**config.mk**
```make
export PLATFORM = sky130hd
export DESIGN_NAME = weighted_sigmoid_score
export DESIGN_NICKNAME = d
export VERILOG_FILES = /design/src/rtl/wss_pkg.sv /design/src/rtl/wss_front.sv /design/src/rtl/wss_div_cell.sv /design/src/rtl/wss_post.sv /design/src/rtl/weighted_sigmoid_score.sv
export SDC_FILE = /design/constraint.sdc
export NUM_CORES = 2
export LEC_CHECK = 0
export ABC_AREA = 0
export BUFFER_PORTS_ARGS = -buffer_cell sky130_fd_sc_hd__buf_2
export CORE_MARGIN = 5
export CORE_UTILIZATION = 50
export DETAILED_ROUTE_END_ITERATION = 6
export MAX_ROUTING_LAYER = met4
export PLACE_DENSITY = 0.69
export SETUP_SLACK_MARGIN = 0.4
export SYNTH_ARGS = -nofsm -noshare
export SYNTH_HDL_FRONTEND = slang
export SYNTH_SLANG_ARGS = --single-unit
```
**constraint.sdc**
```tcl
create_clock -name clk -period 13.8 [get_ports clk]
set_input_delay 1.38 -clock clk [delete_from_list [all_inputs] [get_ports clk]]
set_output_delay 1.38 -clock clk [all_outputs]
set_load 0.05 [all_outputs]
```
**src/rtl/wss_pkg.sv**
```systemverilog
// Shared types, constants and helpers for the weighted sigmoid score block.
package wss_pkg;

  localparam int CHAN_W  = 32;
  localparam int REG_W   = 20;
  localparam int UNIT_W  = 17;
  localparam int PROD_W  = UNIT_W + REG_W;
  localparam int SUM_W   = REG_W + 2;
  localparam int Z_W     = SUM_W + 1;
  localparam int DIV_W   = 20;
  localparam int QUO_W   = 15;
  localparam int SCORE_W = 16;

  localparam logic [UNIT_W-1:0] ONE_Q16   = 17'd65536;
  localparam logic [UNIT_W-1:0] HALF_Q16  = 17'd32768;
  localparam logic [Z_W-1:0]    SAT_LIMIT = 23'd786432;
  localparam logic [SCORE_W-1:0] SCORE_MAX = 16'd65535;

  localparam logic [REG_W-1:0] RST_WEIGHT_COND  = 20'd131072;
  localparam logic [REG_W-1:0] RST_WEIGHT_VAR   = 20'd163840;
  localparam logic [REG_W-1:0] RST_WEIGHT_THERM = 20'd196608;
  localparam logic [REG_W-1:0] RST_BIAS         = 20'd196608;

  localparam logic [1:0] REG_WEIGHT_COND  = 2'd0;
  localparam logic [1:0] REG_WEIGHT_VAR   = 2'd1;
  localparam logic [1:0] REG_WEIGHT_THERM = 2'd2;
  localparam logic [1:0] REG_BIAS         = 2'd3;

  typedef struct packed {
    logic [REG_W-1:0] w_cond;
    logic [REG_W-1:0] w_var;
    logic [REG_W-1:0] w_therm;
    logic [REG_W-1:0] bias;
  } coef_t;

  // One slot of the divider chain.
  typedef struct packed {
    logic             valid;
    logic             neg;
    logic             sat_lo;
    logic             sat_hi;
    logic [DIV_W-1:0] rem;
    logic [DIV_W-1:0] den;
    logic [QUO_W-1:0] quo;
  } cell_t;

  function automatic logic [UNIT_W-1:0] clamp_unit(input logic signed [CHAN_W-1:0] v);
    logic [UNIT_W-1:0] r;
    if (v[CHAN_W-1]) begin
      r = '0;
    end else if (v > $signed({15'd0, ONE_Q16})) begin
      r = ONE_Q16;
    end else begin
      r = v[UNIT_W-1:0];
    end
    return r;
  endfunction

endpackage

```
**src/rtl/wss_front.sv**
```systemverilog
// Front end: clamp, weight multiply, sum, bias and divider setup.
module wss_front
  import wss_pkg::*;
(
  input  logic                     clk,
  input  logic                     rst_n,
  input  logic                     take,
  input  logic signed [CHAN_W-1:0] chan_cond,
  input  logic signed [CHAN_W-1:0] chan_var,
  input  logic signed [CHAN_W-1:0] chan_therm,
  input  coef_t                    coef,
  output cell_t                    head
);

  logic [UNIT_W-1:0] g, v, vinv, t;
  logic [PROD_W-1:0] prod_g, prod_v, prod_t;
  logic [REG_W-1:0]  p_g_r, p_v_r, p_t_r;
  logic              s1_valid_r;

  logic [SUM_W-1:0]       sum;
  logic signed [Z_W-1:0]  z;
  logic [Z_W-1:0]         mag_full;
  logic                   sat_lo, sat_hi;
  cell_t                  head_nxt, head_r;

  always_comb begin
    g      = clamp_unit(chan_cond);
    v      = clamp_unit(chan_var);
    t      = clamp_unit(chan_therm);
    vinv   = ONE_Q16 - v;
    prod_g = PROD_W'(g) * PROD_W'(coef.w_cond);
    prod_v = PROD_W'(vinv) * PROD_W'(coef.w_var);
    prod_t = PROD_W'(t) * PROD_W'(coef.w_therm);
  end

  always_ff @(posedge clk) begin
    if (!rst_n) begin
      s1_valid_r <= 1'b0;
    end else begin
      s1_valid_r <= take;
    end
    p_g_r <= prod_g[PROD_W-2:16];
    p_v_r <= prod_v[PROD_W-2:16];
    p_t_r <= prod_t[PROD_W-2:16];
  end

  always_comb begin
    sum      = SUM_W'(p_g_r) + SUM_W'(p_v_r) + SUM_W'(p_t_r);
    z        = $signed({1'b0, sum}) - $signed({3'b000, coef.bias});
    sat_lo   = (z <= -$signed(SAT_LIMIT));
    sat_hi   = (z >= $signed(SAT_LIMIT));
    mag_full = z[Z_W-1] ? Z_W'(-z) : Z_W'(z);
    head_nxt.valid  = s1_valid_r;
    head_nxt.neg    = z[Z_W-1];
    head_nxt.sat_lo = sat_lo;
    head_nxt.sat_hi = sat_hi;
    head_nxt.rem    = (sat_lo || sat_hi) ? '0 : mag_full[DIV_W-1:0];
    head_nxt.den    = DIV_W'(ONE_Q16) + head_nxt.rem;
    head_nxt.quo    = '0;
  end

  always_ff @(posedge clk) begin
    if (!rst_n) begin
      head_r.valid <= 1'b0;
    end else begin
      head_r.valid <= head_nxt.valid;
    end
    head_r.neg    <= head_nxt.neg;
    head_r.sat_lo <= head_nxt.sat_lo;
    head_r.sat_hi <= head_nxt.sat_hi;
    head_r.rem    <= head_nxt.rem;
    head_r.den    <= head_nxt.den;
    head_r.quo    <= head_nxt.quo;
  end

  assign head = head_r;

endmodule

```
**src/rtl/wss_div_cell.sv**
```systemverilog
// One restoring-division cell: produce one quotient bit and pass the item on.
module wss_div_cell
  import wss_pkg::*;
(
  input  logic  clk,
  input  logic  rst_n,
  input  cell_t prev,
  output cell_t next
);

  logic [DIV_W:0]   shifted;
  logic [DIV_W+1:0] diff;
  logic             fits;
  cell_t            next_nxt, next_r;

  always_comb begin
    shifted  = {prev.rem, 1'b0};
    diff     = {1'b0, shifted} - {2'b00, prev.den};
    fits     = !diff[DIV_W+1];
    next_nxt = prev;
    if (fits) begin
      next_nxt.rem = diff[DIV_W-1:0];
      next_nxt.quo = {prev.quo[QUO_W-2:0], 1'b1};
    end else begin
      next_nxt.rem = shifted[DIV_W-1:0];
      next_nxt.quo = {prev.quo[QUO_W-2:0], 1'b0};
    end
  end

  always_ff @(posedge clk) begin
    if (!rst_n) begin
      next_r.valid <= 1'b0;
    end else begin
      next_r.valid <= next_nxt.valid;
    end
    next_r.neg    <= next_nxt.neg;
    next_r.sat_lo <= next_nxt.sat_lo;
    next_r.sat_hi <= next_nxt.sat_hi;
    next_r.rem    <= next_nxt.rem;
    next_r.den    <= next_nxt.den;
    next_r.quo    <= next_nxt.quo;
  end

  assign next = next_r;

endmodule

```
**src/rtl/wss_post.sv**
```systemverilog
// Back end: sign and saturate the sigmoid, scale to 16 bits, register result.
module wss_post
  import wss_pkg::*;
(
  input  logic               clk,
  input  logic               rst_n,
  input  cell_t              tail,
  output logic               res_valid,
  output logic [SCORE_W-1:0] res_score
);

  logic [UNIT_W-1:0]  s;
  logic [UNIT_W+15:0] scaled;
  logic [UNIT_W-1:0]  rounded;
  logic [SCORE_W-1:0] score_nxt, score_r;
  logic               valid_r;

  always_comb begin
    priority if (tail.sat_lo) begin
      s = '0;
    end else if (tail.sat_hi) begin
      s = ONE_Q16;
    end else if (tail.neg) begin
      s = HALF_Q16 - UNIT_W'(tail.quo);
    end else begin
      s = HALF_Q16 + UNIT_W'(tail.quo);
    end
    // s*65535 + 32768 written as (s<<16) - s + 32768
    scaled  = {s, 16'd0} - (UNIT_W+16)'(s) + (UNIT_W+16)'(HALF_Q16);
    rounded = scaled[UNIT_W+15:16];
    score_nxt = rounded[UNIT_W-1] ? SCORE_MAX : rounded[SCORE_W-1:0];
  end

  always_ff @(posedge clk) begin
    if (!rst_n) begin
      valid_r <= 1'b0;
    end else begin
      valid_r <= tail.valid;
    end
    score_r <= score_nxt;
  end

  assign res_valid = valid_r;
  assign res_score = score_r;

endmodule

```
**src/rtl/weighted_sigmoid_score.sv**
```systemverilog
// Top level of the weighted rational-sigmoid score pipeline.
// Throughput: one item per cycle while busy is low; fifteen divider cells each retire one quotient bit.
// Results appear for one cycle only; the receiver cannot stall the pipe.
// Reset (rst_n low, synchronous): flush the pipeline, restore default weights and bias;
// busy stays high during reset and in the cycle after it.
module weighted_sigmoid_score
  import wss_pkg::*;
(
  input  logic                     clk,
  input  logic                     rst_n,
  // input item channel
  input  logic                     start,
  output logic                     busy,
  input  logic signed [CHAN_W-1:0] in_chan_conductance,
  input  logic signed [CHAN_W-1:0] in_chan_variability,
  input  logic signed [CHAN_W-1:0] in_chan_thermal,
  // result channel
  output logic                     out_valid,
  output logic [SCORE_W-1:0]       out_score,
  // configuration write channel
  input  logic                     cfg_valid,
  output logic                     cfg_ready,
  input  logic [1:0]               cfg_index,
  input  logic [REG_W-1:0]         cfg_data
);

  logic  busy_r;
  logic  take;
  coef_t coef_r;
  cell_t chain [0:QUO_W];

  // Hold off items while reset is applied and in the cycle after it.
  always_ff @(posedge clk) begin
    if (!rst_n) begin
      busy_r <= 1'b1;
    end else begin
      busy_r <= 1'b0;
    end
  end

  assign busy = busy_r | !rst_n;
  assign take = start && !busy;

  // Configuration registers: always ready; the writer must change them only while idle; the block does not enforce it.
  assign cfg_ready = 1'b1;

  always_ff @(posedge clk) begin
    if (!rst_n) begin
      coef_r.w_cond  <= RST_WEIGHT_COND;
      coef_r.w_var   <= RST_WEIGHT_VAR;
      coef_r.w_therm <= RST_WEIGHT_THERM;
      coef_r.bias    <= RST_BIAS;
    end else if (cfg_valid && cfg_ready) begin
      unique case (cfg_index)
        REG_WEIGHT_COND:  coef_r.w_cond  <= cfg_data;
        REG_WEIGHT_VAR:   coef_r.w_var   <= cfg_data;
        REG_WEIGHT_THERM: coef_r.w_therm <= cfg_data;
        REG_BIAS:         coef_r.bias    <= cfg_data;
      endcase
    end
  end

  // Stages 1-2: clamp, multiply, sum, subtract bias, set up |z| / (1 + |z|).
  wss_front u_front (
    .clk        (clk),
    .rst_n      (rst_n),
    .take       (take),
    .chan_cond  (in_chan_conductance),
    .chan_var   (in_chan_variability),
    .chan_therm (in_chan_thermal),
    .coef       (coef_r),
    .head       (chain[0])
  );

  // Divider chain: each cell shifts the remainder, tries the subtract, and
  // appends one quotient bit, most significant first.
  for (genvar i = 0; i < QUO_W; i++) begin : g_div
    wss_div_cell u_cell (
      .clk   (clk),
      .rst_n (rst_n),
      .prev  (chain[i]),
      .next  (chain[i+1])
    );
  end

  // Final stage: apply sign and saturation, scale, drive the result strobe.
  wss_post u_post (
    .clk       (clk),
    .rst_n     (rst_n),
    .tail      (chain[QUO_W]),
    .res_valid (out_valid),
    .res_score (out_score)
  );

endmodule

```
==> flow_metrics.env <==
export IMPL_setup_violations=0
export IMPL_r2r_slack_ps=5920
export IMPL_ys_flop_type="dfxtp_1"
export IMPL_coreArea_um2=142000
export IMPL_drc=0
export IMPL_cts_setup_buffers=0
export IMPL_hold_violations=0
export IMPL_drive_gt1_share_pct=6.28
export IMPL_drt_pass1_iter_count=6
export IMPL_drv_slew=0
export IMPL_finalCritPeriodShare_pct=81.1
export IMPL_postRouteAntennaNets=0
export IMPL_placed_cells=9772
export IMPL_relSlewSlack_pct=27.9
export IMPL_worstMarginPinSlew_ps=1080
export IMPL_hold_class="reg -> reg"
export IMPL_top_level_ports=141
export IMPL_root_buffer="clkbuf_16"
export IMPL_crit_path_end="u_front.p_v_r[19]"
export IMPL_dieArea_um2=150000
export IMPL_cp_slowest_cell="a2111oi_0"
export IMPL_numPortBuffers=139
export IMPL_start_util_pct=50.4
export IMPL_synth_cell_type_count=96
export IMPL_highest_layer="met4"
export IMPL_fp_dieW_um=388
export IMPL_tritoncts="done"
export IMPL_yosys_warnings=0
export IMPL_cts_repair_resized=0
export IMPL_syn_nets=9578
export IMPL_reg2reg_depth=23
export IMPL_synth_ff_latch_count=927
export IMPL_synthCells=7976
export IMPL_grt_max_degree=74
export IMPL_grt_antenna_before_repair=5
export IMPL_fin_tns_setup_ps=0
export IMPL_grt_ovfl_total=0
export IMPL_arrival_ps=11800
export IMPL_rsz0062_at_grt="false"
export IMPL_ir_drop_mv=0.195
export IMPL_grt_pass1_vias=55600
export IMPL_final_setup_skew_ps=65.7
export IMPL_maxCapViolCount=0
export IMPL_fill_cells=12600
export IMPL_cts_sinks=927
export IMPL_syn_area_um2=71400
export IMPL_met3RoutedLength_um=8860
export IMPL_wl_um=166000
export IMPL_synth_edf_count=0
export IMPL_post_drt_wl_per_cell_um=16.7
export IMPL_gp_congestion=0.931
export IMPL_clockBufferDepth=3
export IMPL_fmax_mhz=89.3
export IMPL_max_stage_delay_ps=800
export IMPL_cp_required_ps=14410
export IMPL_startpoint="in_chan_variability[2]"
export IMPL_clk_pin_slew_ps=60
export IMPL_synth_async_sr_flop_share_pct=0
export IMPL_yosysTopAreaCell="dfxtp_1"
export IMPL_rows=138
export IMPL_area_growth_pct=8.34
export IMPL_die_h_um=388
export IMPL_p_leak_nw=36.6
export IMPL_timing_hold_ws_ps=266
export IMPL_htree_levels=3
export IMPL_ys_seq_area_share_pct=26.0
export IMPL_finalInstanceArea_um2=77300
export IMPL_p_per_area_nw_per_um2=192
export IMPL_vias=53300
export IMPL_start_kind="input port"
export IMPL_vias_per_cell=5.35
export IMPL_dr_first_iter_drc_count=2992
export IMPL_cts_buffers=97
export IMPL_crit_type="in -> reg"
export IMPL_grtUsageTotal_pct=22.8
export IMPL_timing_final_ws_setup_ps=2610
export IMPL_hold_buffers=0
export IMPL_r2r_start="coef_r[47]"
export IMPL_syn_area_per_cell_um2=8.95
export IMPL_synth_top_area_share_pct=26.0
export IMPL_power_mw=14.8
export IMPL_worstSkewPairLatency_ps=720
export IMPL_post_route_min_period_ps=11190
export IMPL_outcome="complete, no violations"
export IMPL_synth_area_top_cells="dfxtp_1, fa_1, ha_1"
export IMPL_final_cells=9953
export IMPL_grt_pass1_wl_um=275000
export IMPL_crit_path_max_fanout=20
export IMPL_dp_hpwl_um=130000
export IMPL_met2_length_um=84400
export IMPL_yosys_top_cells_count="inv_1, nand2_1, dfxtp_1"
export IMPL_yosysMostFrequentCell="inv_1"
export IMPL_end_kind="flop"
export IMPL_timing_rr_end="u_front.p_v_r[19]"
export IMPL_placed_area_um2=73900
export IMPL_dp_slack_ps=2120
export IMPL_finish_utilization_pct=54.6
export IMPL_wl_met1_um=65700
export IMPL_nets=9583
-- worst max-delay path: cells and delay by family --
kind / cells / cell delay, ps
fa+ha+maj: 8 / 3590
buf+inv: 9 / 1040
compound gates: 12 / 3160
xor+xnor: 1 / 150
simple gates: 8 / 2460
-- layer usage --
layer  up-vias  GRT usage, %
li1      25300             -
met1     26000          26.1
met2      1482          40.6
met3       441          2.79
met4         0          9.01
met5         -             -
-- power by group --
group / internal (mW) / switching [mW]
clock network: 1.65 / 1.10
logic: 3.40 / 4.27
registers: 3.85 / 0.558
-- state kept, by name, summed over array words and instances (netlist names) --
| register | cells |
|---|---|
| u_front.p_t_r | 20 |
| u_front.s1_valid_r | 1 |
| u_post.res_valid | 1 |
| u_front.p_g_r | 20 |
| coef_r | 80 |
| u_front.p_v_r | 20 |
| u_front.head | 28 |
| u_post.res_score | 16 |
| busy_r | 1 |
| g_div.u_cell.next | 740 |
-- worst min path at each step --
stage / startpoint / end / slack (ps) / depth (start not counted)
floorplan: u_front.head[55] / g_div[0].u_cell.next[55] / 310 / 0
global placement: g_div[8].u_cell.next[1] / g_div[9].u_cell.next[2] / 310 / 0
detailed placement: g_div[10].u_cell.next[55] / g_div[11].u_cell.next[55] / 310 / 0
CTS: g_div[1].u_cell.next[0] / g_div[2].u_cell.next[1] / 270 / 0
global route: g_div[1].u_cell.next[0] / g_div[2].u_cell.next[1] / 270 / 0
finish: g_div[1].u_cell.next[0] / g_div[2].u_cell.next[1] / 270 / 0
-- cell families (layout without fill, tap and decap cells) --
kind of cell / after synthesis / after routing / share of synthesized area [%]
multiplexers: 78 / 78 / 1.20
flip-flops: 927 / 927 / 26.0
buffers and inverters: 1652 / 1735 / 8.74
AND/OR/NAND/NOR: 2404 / 2404 / 15.7
other: 1 / 5 / 0.00525
AO/OA/AOI/OAI: 1094 / 1094 / 9.65
adder cells (fa/ha/maj): 1480 / 1480 / 34.5
XOR/XNOR: 340 / 340 / 4.20
-- cells in the final DEF (no fill, tap or decap), types with 67 or more instances in the layout --
cell          n
a21o_1       84
a21oi_1     372
and2_1      198
and3_1      244
buf_2       139
buf_4        67
clkbuf_16    98
dfxtp_1     927
fa_1        814
ha_1        666
inv_1      1350
nand2_1    1103
nand2b_1     67
nand3_1      72
nor2_1      380
nor2b_1      76
nor3_1       96
o21ai_0     237
xnor2_1     219
xor2_1      120
-- final cells by class --
type	instances	area, um^2	area share, %
diodes	4	10.0	0.0129
clock buffers	139	2850	3.68
clock inverters	38	627	0.811
inverters	1352	5080	6.57
multi-input cells	5397	46700	60.3
flip-flops and latches	927	18600	24.0
well taps	1890	2360	3.06
repair buffers	206	1200	1.55
(Power assumes the default switching activity.)
